### src/hdl/jkve_pkg.sv
package jkve_pkg;

  localparam int unsigned PATTERN_MAX = 16;
  localparam int unsigned WIN_IDX_W   = $clog2(PATTERN_MAX);
  localparam int unsigned FILL_W      = $clog2(PATTERN_MAX + 1);

  localparam int unsigned CFG_IDX_W  = 8;
  localparam int unsigned CFG_DATA_W = 64;

  localparam logic [CFG_IDX_W-1:0] REG_PATTERN_LOW    = CFG_IDX_W'(0);
  localparam logic [CFG_IDX_W-1:0] REG_PATTERN_HIGH   = CFG_IDX_W'(1);
  localparam logic [CFG_IDX_W-1:0] REG_PATTERN_LENGTH = CFG_IDX_W'(2);
  localparam logic [CFG_IDX_W-1:0] REG_VALUE_MODE     = CFG_IDX_W'(3);

  localparam logic [7:0] CHAR_COMMA       = 8'h2C;
  localparam logic [7:0] CHAR_CLOSE_BRACE = 8'h7D;
  localparam logic [7:0] CHAR_UPPER_A     = 8'h41;
  localparam logic [7:0] CHAR_UPPER_Z     = 8'h5A;
  localparam logic [7:0] CASE_OFFSET      = 8'h20;

  localparam logic MODE_RAW    = 1'b0;
  localparam logic MODE_STRING = 1'b1;

  // control from the capture logic to the key window
  typedef struct packed {
    logic shift;
    logic clear;
  } win_ctrl_t;

  typedef struct packed {
    logic [7:0] out_byte;
    logic       byte_valid;
    logic       value_done;
  } result_t;

  function automatic logic [7:0] fold_case(input logic [7:0] c);
    logic [7:0] r;
    r = c;
    if (c >= CHAR_UPPER_A && c <= CHAR_UPPER_Z) begin
      r = c + CASE_OFFSET;
    end
    return r;
  endfunction

endpackage

### src/hdl/jkve_window.sv
module jkve_window (
  input  logic                       clk_i,
  input  logic                       rst_ni,
  input  jkve_pkg::win_ctrl_t        ctrl_i,
  input  logic [7:0]                 byte_i,
  input  logic [63:0]                pattern_low_i,
  input  logic [63:0]                pattern_high_i,
  input  logic [4:0]                 pattern_length_i,
  output logic                       match_o
);
  import jkve_pkg::*;

  logic [7:0]        window_q [PATTERN_MAX];
  logic [7:0]        window_d [PATTERN_MAX];
  logic [FILL_W-1:0] fill_q, fill_d;
  logic [FILL_W-1:0] len_eff;
  logic [127:0]      pattern;
  logic [PATTERN_MAX-1:0] byte_ok;

  assign pattern = {pattern_high_i, pattern_low_i};

  // lengths above the window size act as the full window
  assign len_eff = (pattern_length_i > 5'(PATTERN_MAX)) ? FILL_W'(PATTERN_MAX)
                                                         : FILL_W'(pattern_length_i);

  // window after taking the new byte, newest at the top, stored folded
  always_comb begin
    for (int j = 0; j < PATTERN_MAX - 1; j++) begin
      window_d[j] = window_q[j+1];
    end
    window_d[PATTERN_MAX-1] = fold_case(byte_i);
  end

  always_comb begin
    fill_d = fill_q;
    if (fill_q != FILL_W'(PATTERN_MAX)) begin
      fill_d = fill_q + FILL_W'(1);
    end
  end

  for (genvar i = 0; i < PATTERN_MAX; i++) begin : g_cmp
    logic [FILL_W:0]    idx_wide;
    logic [WIN_IDX_W-1:0] idx;
    assign idx_wide = (FILL_W+1)'(PATTERN_MAX) - {1'b0, len_eff} + (FILL_W+1)'(i);
    assign idx      = idx_wide[WIN_IDX_W-1:0];
    assign byte_ok[i] = (FILL_W'(i) >= len_eff) ||
                        (window_d[idx] == fold_case(pattern[8*i +: 8]));
  end

  assign match_o = (len_eff != '0) && (fill_d >= len_eff) && (&byte_ok);

  always_ff @(posedge clk_i) begin
    if (ctrl_i.shift) begin
      window_q <= window_d;
    end
  end

  always_ff @(posedge clk_i or negedge rst_ni) begin
    if (!rst_ni) begin
      fill_q <= '0;
    end else if (ctrl_i.clear) begin
      fill_q <= '0;
    end else if (ctrl_i.shift) begin
      fill_q <= fill_d;
    end
  end

endmodule

### src/hdl/json_key_value_extractor_top.sv
// json key/value extractor
// in channel (in_valid_i/in_ready_o/in_byte_i): one character of the json
// text per item. out channel (out_valid_o/out_ready_i): one result item with
// out_byte_o, byte_valid_o and value_done_o. cfg channel: register index and
// 64-bit data; registers are pattern low, pattern high, pattern length and
// value mode, indexes beyond these are ignored. cfg_ready_o is always high.
// while searching, the last bytes are held in a 16-byte window and compared,
// case folded, with the key pattern; the byte completing a match starts the
// capture of the value up to the next comma or closing brace, which gives an
// item with value_done_o set. searching bytes and dropped quote bytes give no
// result item.
// one input item per cycle; a result is registered and appears the cycle
// after its input item is taken while the output register is free. the output
// register plus a one-entry skid stage take one more result item while the
// receiver stalls; bytes that give no result still flow, and in_ready_o drops
// only when the skid stage is full.
// reset clears the registers to zero, empties the window and both output
// stages, and returns the block to searching.
module json_key_value_extractor_top (
  input  logic                           clk_i,
  input  logic                           rst_ni,
  input  logic                           in_valid_i,
  output logic                           in_ready_o,
  input  logic [7:0]                     in_byte_i,
  output logic                           out_valid_o,
  input  logic                           out_ready_i,
  output logic [7:0]                     out_byte_o,
  output logic                           byte_valid_o,
  output logic                           value_done_o,
  input  logic                           cfg_valid_i,
  output logic                           cfg_ready_o,
  input  logic [jkve_pkg::CFG_IDX_W-1:0] cfg_index_i,
  input  logic [jkve_pkg::CFG_DATA_W-1:0] cfg_data_i
);
  import jkve_pkg::*;

  logic [63:0] pattern_low_q;
  logic [63:0] pattern_high_q;
  logic [4:0]  pattern_length_q;
  logic        value_mode_q;

  logic        capturing_q, capturing_d;
  logic        skip_first_q, skip_first_d;
  logic [7:0]  held_byte_q, held_byte_d;
  logic        held_valid_q, held_valid_d;

  result_t     out_q, skid_q, res;
  logic        out_valid_q, skid_valid_q;
  logic        res_valid;

  logic        in_acc, pop, match, delim;
  win_ctrl_t   win_ctrl;

  assign cfg_ready_o = 1'b1;
  assign in_ready_o  = !skid_valid_q;
  assign in_acc      = in_valid_i && in_ready_o;
  assign pop         = out_valid_q && out_ready_i;
  assign delim       = (in_byte_i == CHAR_COMMA) || (in_byte_i == CHAR_CLOSE_BRACE);

  assign win_ctrl.shift = in_acc && !capturing_q;
  assign win_ctrl.clear = in_acc && (capturing_q ? delim : match);

  jkve_window u_window (
    .clk_i            (clk_i),
    .rst_ni           (rst_ni),
    .ctrl_i           (win_ctrl),
    .byte_i           (in_byte_i),
    .pattern_low_i    (pattern_low_q),
    .pattern_high_i   (pattern_high_q),
    .pattern_length_i (pattern_length_q),
    .match_o          (match)
  );

  always_comb begin
    capturing_d  = capturing_q;
    skip_first_d = skip_first_q;
    held_byte_d  = held_byte_q;
    held_valid_d = held_valid_q;
    res          = '0;
    res_valid    = 1'b0;
    if (in_acc) begin
      if (!capturing_q) begin
        if (match) begin
          capturing_d  = 1'b1;
          skip_first_d = 1'b1;
          held_valid_d = 1'b0;
          held_byte_d  = '0;
        end
      end else if (delim) begin
        capturing_d    = 1'b0;
        skip_first_d   = 1'b0;
        held_valid_d   = 1'b0;
        held_byte_d    = '0;
        res.value_done = 1'b1;
        res_valid      = 1'b1;
      end else if (value_mode_q == MODE_RAW) begin
        skip_first_d   = 1'b0;
        held_valid_d   = 1'b0;
        res.out_byte   = in_byte_i;
        res.byte_valid = 1'b1;
        res_valid      = 1'b1;
      end else if (skip_first_q) begin
        // opening quote
        skip_first_d = 1'b0;
      end else if (held_valid_q) begin
        // hold one byte back so the closing quote is never sent
        held_byte_d    = in_byte_i;
        res.out_byte   = held_byte_q;
        res.byte_valid = 1'b1;
        res_valid      = 1'b1;
      end else begin
        held_byte_d  = in_byte_i;
        held_valid_d = 1'b1;
      end
    end
  end

  always_ff @(posedge clk_i or negedge rst_ni) begin
    if (!rst_ni) begin
      pattern_low_q    <= '0;
      pattern_high_q   <= '0;
      pattern_length_q <= '0;
      value_mode_q     <= MODE_RAW;
    end else if (cfg_valid_i && cfg_ready_o) begin
      case (cfg_index_i)
        REG_PATTERN_LOW:    pattern_low_q    <= cfg_data_i;
        REG_PATTERN_HIGH:   pattern_high_q   <= cfg_data_i;
        REG_PATTERN_LENGTH: pattern_length_q <= cfg_data_i[4:0];
        REG_VALUE_MODE:     value_mode_q     <= cfg_data_i[0];
        default: ;
      endcase
    end
  end

  always_ff @(posedge clk_i or negedge rst_ni) begin
    if (!rst_ni) begin
      capturing_q  <= 1'b0;
      skip_first_q <= 1'b0;
      held_byte_q  <= '0;
      held_valid_q <= 1'b0;
    end else begin
      capturing_q  <= capturing_d;
      skip_first_q <= skip_first_d;
      held_byte_q  <= held_byte_d;
      held_valid_q <= held_valid_d;
    end
  end

  // output register with a skid stage behind it
  always_ff @(posedge clk_i or negedge rst_ni) begin
    if (!rst_ni) begin
      out_valid_q  <= 1'b0;
      skid_valid_q <= 1'b0;
      out_q        <= '0;
      skid_q       <= '0;
    end else if (skid_valid_q) begin
      if (pop) begin
        out_q        <= skid_q;
        skid_valid_q <= 1'b0;
      end
    end else if (res_valid) begin
      if (!out_valid_q || pop) begin
        out_q       <= res;
        out_valid_q <= 1'b1;
      end else begin
        skid_q       <= res;
        skid_valid_q <= 1'b1;
      end
    end else if (pop) begin
      out_valid_q <= 1'b0;
    end
  end

  assign out_valid_o  = out_valid_q;
  assign out_byte_o   = out_q.out_byte;
  assign byte_valid_o = out_q.byte_valid;
  assign value_done_o = out_q.value_done;

  a_skid_behind_out: assert property (@(posedge clk_i) disable iff (!rst_ni)
    skid_valid_q |-> out_valid_q)
    else $error("skid stage holds an item while the output register is empty");

  a_done_has_no_byte: assert property (@(posedge clk_i) disable iff (!rst_ni)
    out_valid_o |-> !(byte_valid_o && value_done_o))
    else $error("end of value item also marks a value byte");

  a_delim_ends_capture: assert property (@(posedge clk_i) disable iff (!rst_ni)
    (in_acc && capturing_q && delim) |=> (!capturing_q && out_valid_q))
    else $error("delimiter did not end the value");

  a_held_only_in_capture: assert property (@(posedge clk_i) disable iff (!rst_ni)
    (held_valid_q || skip_first_q) |-> capturing_q)
    else $error("string state set while searching");

endmodule

### config.mk
export PLATFORM = sky130hd
export DESIGN_NAME = json_key_value_extractor_top
export DESIGN_NICKNAME = d
export VERILOG_FILES = /design/src/hdl/jkve_pkg.sv /design/src/hdl/jkve_window.sv /design/src/hdl/json_key_value_extractor_top.sv
export SDC_FILE = /design/constraint.sdc
export NUM_CORES = 1
export LEC_CHECK = 0
export BUFFER_PORTS_ARGS = -buffer_cell sky130_fd_sc_hd__buf_2
export CAP_MARGIN = 20
export CORE_MARGIN = 10
export CORE_UTILIZATION = 35
export DETAILED_ROUTE_END_ITERATION = 10
export GPL_TIMING_DRIVEN = 0
export PLACE_DENSITY = 0.58
export SLEW_MARGIN = 20
export SYNTH_ARGS = -nofsm -noshare
export SYNTH_HDL_FRONTEND = slang
export SYNTH_SLANG_ARGS = --single-unit
export TNS_END_PERCENT = 50
### constraint.sdc
create_clock -name clk_i -period 7.9 [get_ports clk_i]
set_input_delay 1.58 -clock clk_i [delete_from_list [all_inputs] [get_ports clk_i]]
set_output_delay 1.58 -clock clk_i [all_outputs]
set_load 0.02 [all_outputs]
==> flow_summary.yaml, run 1 <==
pwr:
  p_sw_mw: 3.004
  p_int_mw: 4.022
  pwr-share-seq_pct: 32.8
  ir_drop_mv: 0.1582
  p_clk_share_pct: 24.4
  sw_frac_of_total_pct: 42.76
  p_comb_share_pct: 42.8
  power.leakage_nw: 10.08
  pwr_density_cell_nw_per_um2: 277.8
clocking:
  ctsLongestPathBuffers: 3
  clock_sinks: 292
  ctsHoldBuffers: 0
  cts_buffers: 38
  clkLatencyLatePin_ps: 580
  cts_max_level: 2
  root_buffer: "clkbuf_16"
  cts_tree: "yes"
  path_clk_slew_ps: 50
synth:
  synth_seq_cells: 292
  ys_warn_count: 0
  synth_edf_count: 120
  netlist_area_sq_um: 22140
  syn-num-nets: 2257
  syn_avg_cell_area_sq_um: 10.33
  synthArstFlopShare_pct: 58.90
  synth_cells: 2143
  synth_ff_type: "dfrtp_1"
  ys_types: 87
  seq_area_frac_synth_pct: 35.72
detailed_routing:
  drt_wl_total_mm: 109.7
  dr_total_vias: 20140
  drtIter0Drc: 2121
  firstDrtPassIters: 6
  antenna_left: 0
  wl_per_cell_um: 34.64
  viasPerCell: 6.363
  route.detailed.drc: 0
critical_path:
  slowest_delay_ps: 650
  path_buf_inv: 8
  worst-path-max-fanout: 19
  r2r-end: "held_valid_q$_DFFE_PN0P_"
  crit_arrival_ps: 8230
  crit_chain: "buf_2 -> nand2b_1 -> buf_2 -> clkbuf_4 -> buf_2 -> ha_2 -> xnor2_2 -> inv_2 -> buf_2 -> clkbuf_2 -> ha_4 -> clkbuf_2 -> mux2i_1 -> mux2i_1 -> xor2_1 -> or4_1 -> nor4_2 -> o2111ai_1 -> or4b_4 -> or4_1 -> a22oi_1"
  r2r-start: "pattern_length_q[4]$_DFFE_PN0P_"
  crit_slowest_cell: "or4b_4"
  crit_cells: 21
  path_class: "reg2reg"
  start_kind: "flip-flop"
  r2r_cells: 21
  cp_common_cell: "buf_2"
  critPathCaptureType: "flip-flop"
  ff2ff_setup_slack_ps: 150
  path_delay_family: "buffers and inverters"
  crit_required_ps: 8380
global_route:
  grt_pass1_wl_mm: 154.2
  grt_start_max_net_pins: 92
  overflow: 0
  first_global_vias: 19900
  grt_antenna_before_repair: 2
  grt_util_all_layers_pct: 29.02
sta:
  fmax_ghz: 0.1291
  hold_ws_ps: 488.3
  finalHoldViolCount: 0
  period_share_pct: 98.05
  maxSlewHeadroom_pct: 19.97
  min_period_ps: 7746
  finClkSkew_ps: 19.16
  rsz0062_at_grt: "false"
  tns_ps: 0
  setup_viol: 0
  tightest_slew_ps: 1200
  maxSlewViolCount: 0
layout:
  layout.cells.non_filler: 3165
  final_area_sq_um: 25290
  seqCellArea_sq_um: 7908
  multiInputGateArea_sq_um: 13590
  layout-drive-gt1-share_pct: 23.13
  fin_nets: 2403
  area_growth_pct: 14.22
  fillerInstances: 6222
placed_design:
  portBuffers: 96
  dp.final_hpwl_mm: 84.36
  dp_cells: 3093
  dpl_cell_area_sq_um: 23880
  gp_congestion: 1.034
floorplanning:
  start_util_pct: 35.23
  die_area_sq_um: 73720
  core_area_sq_um: 62850
  die_w_um: 271.5
  rows: 92
  num_io_pins: 98
  fp.dieH_um: 271.5
worst_hold_path:
  whs_endpoint: "skid_q[0]$_DFFE_PN0P_"
  worstHoldStart: "skid_q[0]$_DFFE_PN0P_"
  hold_depth: 2
  hp-class: "reg2reg"
status:
  outcome: "finished, final reports clean"
job:
  maxCapViolations: 0
[power groups by stage]
stage	clock, mW	combinational [mW]	sequential (mW)
final	1.72	3.00	2.31
after global routing	1.82	3.17	2.33
after CTS	1.75	2.93	2.28
after detailed placement	0	2.89	2.31
after global placement	0	2.81	2.33
after floorplan	0	1.81	2.19
[synthesized netlist by cell type (6+ instances only)]
| cell | n | area share (%) |
|---|---|---|
| nand2b_1 | 18 | 0.51 |
| edfxtp_1 | 120 | 16 |
| nand4_1 | 8 | 0.23 |
| o211ai_1 | 21 | 0.71 |
| buf_1 | 29 | 0.49 |
| a2bb2oi_1 | 9 | 0.36 |
| xor2_1 | 67 | 2.7 |
| o22ai_1 | 30 | 0.85 |
| a2111oi_0 | 6 | 0.24 |
| dfrtp_1 | 172 | 19 |
| nor4b_1 | 6 | 0.24 |
| mux2i_1 | 223 | 10 |
| nand3_1 | 50 | 1.1 |
| a211oi_1 | 25 | 0.85 |
| o31ai_1 | 11 | 0.37 |
| mux4_2 | 76 | 7.7 |
| o22a_1 | 12 | 0.47 |
| o41ai_1 | 7 | 0.28 |
| a31oi_1 | 48 | 1.4 |
| nor2b_1 | 13 | 0.37 |
| nor2_1 | 92 | 1.6 |
| a21oi_1 | 127 | 2.9 |
| nand2_1 | 176 | 3.0 |
| xnor2_1 | 84 | 3.3 |
| nor4_1 | 17 | 0.48 |
| o2111ai_1 | 14 | 0.55 |
| o21ai_0 | 80 | 1.8 |
| a22oi_1 | 24 | 0.81 |
| o221ai_1 | 16 | 0.63 |
| or3_1 | 11 | 0.31 |
| a221oi_1 | 6 | 0.24 |
| and2_1 | 18 | 0.51 |
| a21o_1 | 10 | 0.34 |
| mux2_2 | 179 | 9.1 |
| a41oi_1 | 11 | 0.44 |
| nor3_1 | 47 | 1.1 |
| inv_1 | 33 | 0.56 |
| buf_2 | 37 | 0.84 |
| ha_1 | 29 | 1.6 |
| o21a_1 | 8 | 0.27 |
| clkbuf_1 | 80 | 1.4 |
[sequential cells by signal, indices dropped and copies added, names as in the netlist]
signal / cells
byte_valid_o: 1
capturing_q: 1
held_byte_q: 8
held_valid_q: 1
out_byte_o: 8
out_valid_o: 1
pattern_high_q: 64
pattern_length_q: 5
pattern_low_q: 64
skid_q: 10
skid_valid_q: 1
skip_first_q: 1
u_window.fill_q: 5
u_window.window_d: 120
value_done_o: 1
value_mode_q: 1
[per-layer routing]
| metal | part of all wire, % | routed length [um] | global-route usage, % |
|---|---|---|---|
| met5 | 0 | 0 | 0 |
| met4 | 6.2 | 6848 | 16.17 |
| met3 | 11 | 12080 | 9.654 |
| met2 | 43 | 47490 | 43.57 |
| met1 | 39 | 43230 | 36.25 |
[worst max-delay path by stage]
stage,end,from
3_3_place_gp,held_byte_q[1]$_DFFE_PN0P_,pattern_length_q[0]$_DFFE_PN0P_
5_1_grt,held_byte_q[5]$_DFFE_PN0P_,pattern_length_q[0]$_DFFE_PN0P_
4_1_cts,held_byte_q[2]$_DFFE_PN0P_,pattern_length_q[4]$_DFFE_PN0P_
3_5_place_dp,held_byte_q[5]$_DFFE_PN0P_,pattern_length_q[4]$_DFFE_PN0P_
2_1_floorplan,held_valid_q$_DFFE_PN0P_,pattern_length_q[0]$_DFFE_PN0P_
6_report,held_valid_q$_DFFE_PN0P_,pattern_length_q[4]$_DFFE_PN0P_
[repair_timing]
action,4_1_cts,5_1_grt
pin swaps,4,0
buffers inserted,5,0
endpoints found under the setup margin,16,15
resized for setup,66,18
[layout by cell type, fill, tap and decap left out, types with 18 or more instances in the layout]
master | netlist | routed
o22ai_1 | 30 | 30
inv_1 | 33 | 32
o211ai_1 | 21 | 21
dfrtp_1 | 172 | 172
a31oi_1 | 48 | 47
mux2_2 | 179 | 179
a22oi_1 | 24 | 24
xor2_1 | 67 | 67
a21oi_1 | 127 | 126
buf_1 | 29 | 20
a211oi_1 | 25 | 24
clkbuf_2 | 1 | 18
mux4_2 | 76 | 76
nand2b_1 | 18 | 18
edfxtp_1 | 120 | 120
ha_1 | 29 | 27
nor2_1 | 92 | 89
and2_1 | 18 | 18
o21ai_0 | 80 | 71
buf_2 | 37 | 132
xnor2_1 | 84 | 83
mux2i_1 | 223 | 221
nand3_1 | 50 | 50
clkbuf_1 | 80 | 67
nor3_1 | 47 | 47
clkbuf_16 | 0 | 40
nand2_1 | 176 | 176
[kinds of logic after synthesis]
kind of cell    count (synthesis)  share of synthesized area (%)
compound gates                511                          15.36
xor+xnor                      155                          6.267
fa+ha+maj                      29                          1.639
buf+inv                       190                          3.538
flops                         292                          35.72
mux                           479                          27.02
other cells                     1                        0.01694
simple gates                  486                          10.44
[layout make-up]
class	count	area share (%)
multi-input combinational	1661	53.73
buffer	149	2.776
sequential	292	31.27
timing repair buffer	109	2.687
antenna	2	0.01979
clock inverter	12	0.3266
clock buffer	56	4.433
inverter	38	0.5690
tap	846	4.186
[worst min-delay path, stage by stage (launching register included)]
cell     delay (ps)
dfrtp_1         340
nand2_1          50
o21ai_0          60
[metrics by stage]
step	worst slack, ps	utilization, %	total power, mW
6_report	154.2	40.24	7.026
5_1_grt	9.717	40.23	7.316
4_1_cts	4.743	40.16	6.962
3_5_place_dp	-3129	37.99	5.190
3_3_place_gp	-3501	37.68	5.136
2_1_floorplan	1192	-	3.999
Note: power is estimated with default switching activity, not from simulation.
==> inputs of run 2 (changes only) <==
--- a/config.mk
+++ b/config.mk
@@ -11,6 +11,7 @@
 export CORE_UTILIZATION = 35
 export DETAILED_ROUTE_END_ITERATION = 10
 export GPL_TIMING_DRIVEN = 0
+export MAX_ROUTING_LAYER = met4
 export PLACE_DENSITY = 0.58
 export SLEW_MARGIN = 20
 export SYNTH_ARGS = -nofsm -noshare
==> flow_summary.yaml, run 2 (synthesized netlist as in run 1, its figures left out) <==
clocking:
  cts_buffers: 39
  root_buffer: "clkbuf_16"
  ctsLongestPathBuffers: 3
  clkLatencyLatePin_ps: 590
  cts_max_level: 2
  clock_sinks: 292
  path_clk_slew_ps: 60
  cts_tree: "yes"
detailed_routing:
  firstDrtPassIters: 6
  antenna_left: 0
  route.detailed.drc: 0
  drtIter0Drc: 2261
  drt_wl_total_mm: 109.4
  wl_per_cell_um: 34.50
  dr_total_vias: 20040
  viasPerCell: 6.319
placed_design:
  dp.final_hpwl_mm: 83.97
  portBuffers: 96
  dpl_cell_area_sq_um: 23870
  gp_congestion: 1.049
  dp_cells: 3093
sta:
  setup_viol: 0
  finClkSkew_ps: 41.30
  tightest_slew_ps: 1307
  period_share_pct: 99.49
  finalHoldViolCount: 0
  maxSlewViolCount: 0
  maxSlewHeadroom_pct: 12.49
  fmax_ghz: 0.1272
  min_period_ps: 7860
  hold_ws_ps: 494.7
global_route:
  overflow: 0
  grt_pass1_wl_mm: 151.9
  grt_antenna_before_repair: 6
  grt_util_all_layers_pct: 29.53
  grt_start_max_net_pins: 93
  first_global_vias: 19470
layout:
  layout.cells.non_filler: 3171
  largest_reg_flops: 120
  fin_nets: 2404
  final_area_sq_um: 25380
  layout_common_cells: "mux2i_1, mux2_2, nand2_1"
  area_growth_pct: 14.65
  mostFrequentLayoutCell: "mux2i_1"
  layout-drive-gt1-share_pct: 23.15
  final_util_pct: 40.39
critical_path:
  crit_arrival_ps: 8370
  cp_common_cell: "buf_4"
  crit_chain: "nand2b_1 -> buf_6 -> buf_6 -> clkbuf_8 -> buf_4 -> buf_4 -> ha_2 -> buf_2 -> inv_2 -> clkbuf_4 -> buf_4 -> ha_1 -> a21oi_1 -> xnor2_2 -> mux4_2 -> xor2_1 -> nor2_1 -> a41oi_1 -> nor4_2 -> or4b_4 -> or4_1 -> a22oi_1"
  path_class: "reg2reg"
  start_kind: "flip-flop"
  worst-path-max-fanout: 11
  critPathCaptureType: "flip-flop"
  crit_required_ps: 8410
  crit_slowest_cell: "mux4_2"
  slowest_delay_ps: 650
floorplanning:
  start_util_pct: 35.23
  fp.dieH_um: 271.5
  rows: 92
  num_io_pins: 98
  core_area_sq_um: 62850
  die_area_sq_um: 73720
  die_w_um: 271.5
status:
  outcome: "finished, final reports clean"
pwr:
  pwr_density_cell_nw_per_um2: 278.3
  power.leakage_nw: 10.09
  ir_drop_mv: 0.1770
worst_hold_path:
  hp-class: "reg2reg"
job:
  maxCapViolations: 0
run 2: changes by cell type in the layout (fill, tap and decap cells not counted), sizes merged:
| cell | delta |
|---|---|
| clkinv | +8 |
| buf | -7 |
| diode | +3 |
| clkbuf | +2 |
| bufinv | +1 |
| clkinvlp | -1 |
run 2: area by class of cell:
| type | instances | area [sq um] |
|---|---|---|
| flip-flops and latches | 292 | 7908 |
| well taps | 846 | 1059 |
| fillers | 6228 | 37470 |
| diodes | 5 | 12.51 |
| inverters | 38 | 143.9 |
| repair buffers | 108 | 678.2 |
| clock buffers | 51 | 1071 |
| clock inverters | 20 | 178.9 |
| plain buffers | 150 | 723.2 |
| multi-input cells | 1661 | 13610 |
run 2: report_power, final:
| group | internal, mW | switching [mW] | total, mW |
|---|---|---|---|
| Clock | 1.00 | 0.760 | 1.76 |
| Sequential | 1.91 | 0.382 | 2.30 |
| Combinational | 1.12 | 1.89 | 3.01 |
| Total | 4.03 | 3.03 | 7.07 |
run 2: per-layer routing:
metal	global-route usage [%]	up-vias	routed length [um]
met4	16.77	0	7345
met5	-	-	0
li1	-	8532	-
met3	8.291	256	11080
met2	42.67	1049	46830
met1	36.62	10200	44150
run 2: path summary, 6_finish.rpt:
path	depth (start not counted)	startpoint	endpoint	slack, ps
worst max-delay path	22	pattern_length_q[4]$_DFFE_PN0P_	held_valid_q$_DFFE_PN0P_	40
worst min-delay path	2	skid_q[0]$_DFFE_PN0P_	skid_q[0]$_DFFE_PN0P_	490
worst max register to register	22	pattern_length_q[4]$_DFFE_PN0P_	held_valid_q$_DFFE_PN0P_	40
worst min register to register	2	skid_q[0]$_DFFE_PN0P_	skid_q[0]$_DFFE_PN0P_	490
max in group asynchronous	2	rst_ni	u_window.fill_q[4]$_DFFE_PN0P_	5950
min in group asynchronous	1	rst_ni	pattern_high_q[7]$_DFFE_PN0P_	1000
run 2: critical path: cells and delay by family, from the launching register on:
family                     cells  cell delay, ps
muxes                          1             650
and+or+nand+nor                5            1940
AOI/OAI and AO/OA              3             460
adders and majority gates      2             650
buffers and inverters          9            2830
DFF                            1             490
xor gates and xnor gates       2             700
run 2: through the flow:
step	setup WS, ps	TNS (ps)	total power, mW
6_report	40.41	0	7.066
5_1_grt	-6.689	-6.689	7.329
4_1_cts	7.113	0	6.974
3_5_place_dp	-3842	-60280	5.178
3_3_place_gp	-3810	-59850	5.123
2_1_floorplan	1192	0	3.999
run 2: timing repair:
action	4_1_cts	5_1_grt
pin swaps	2	3
cloned	0	0
hold endpoints to repair	0	0
hold buffers	0	0
buffers inserted	1	2
endpoints found under the setup margin	16	16
resized for setup	63	30
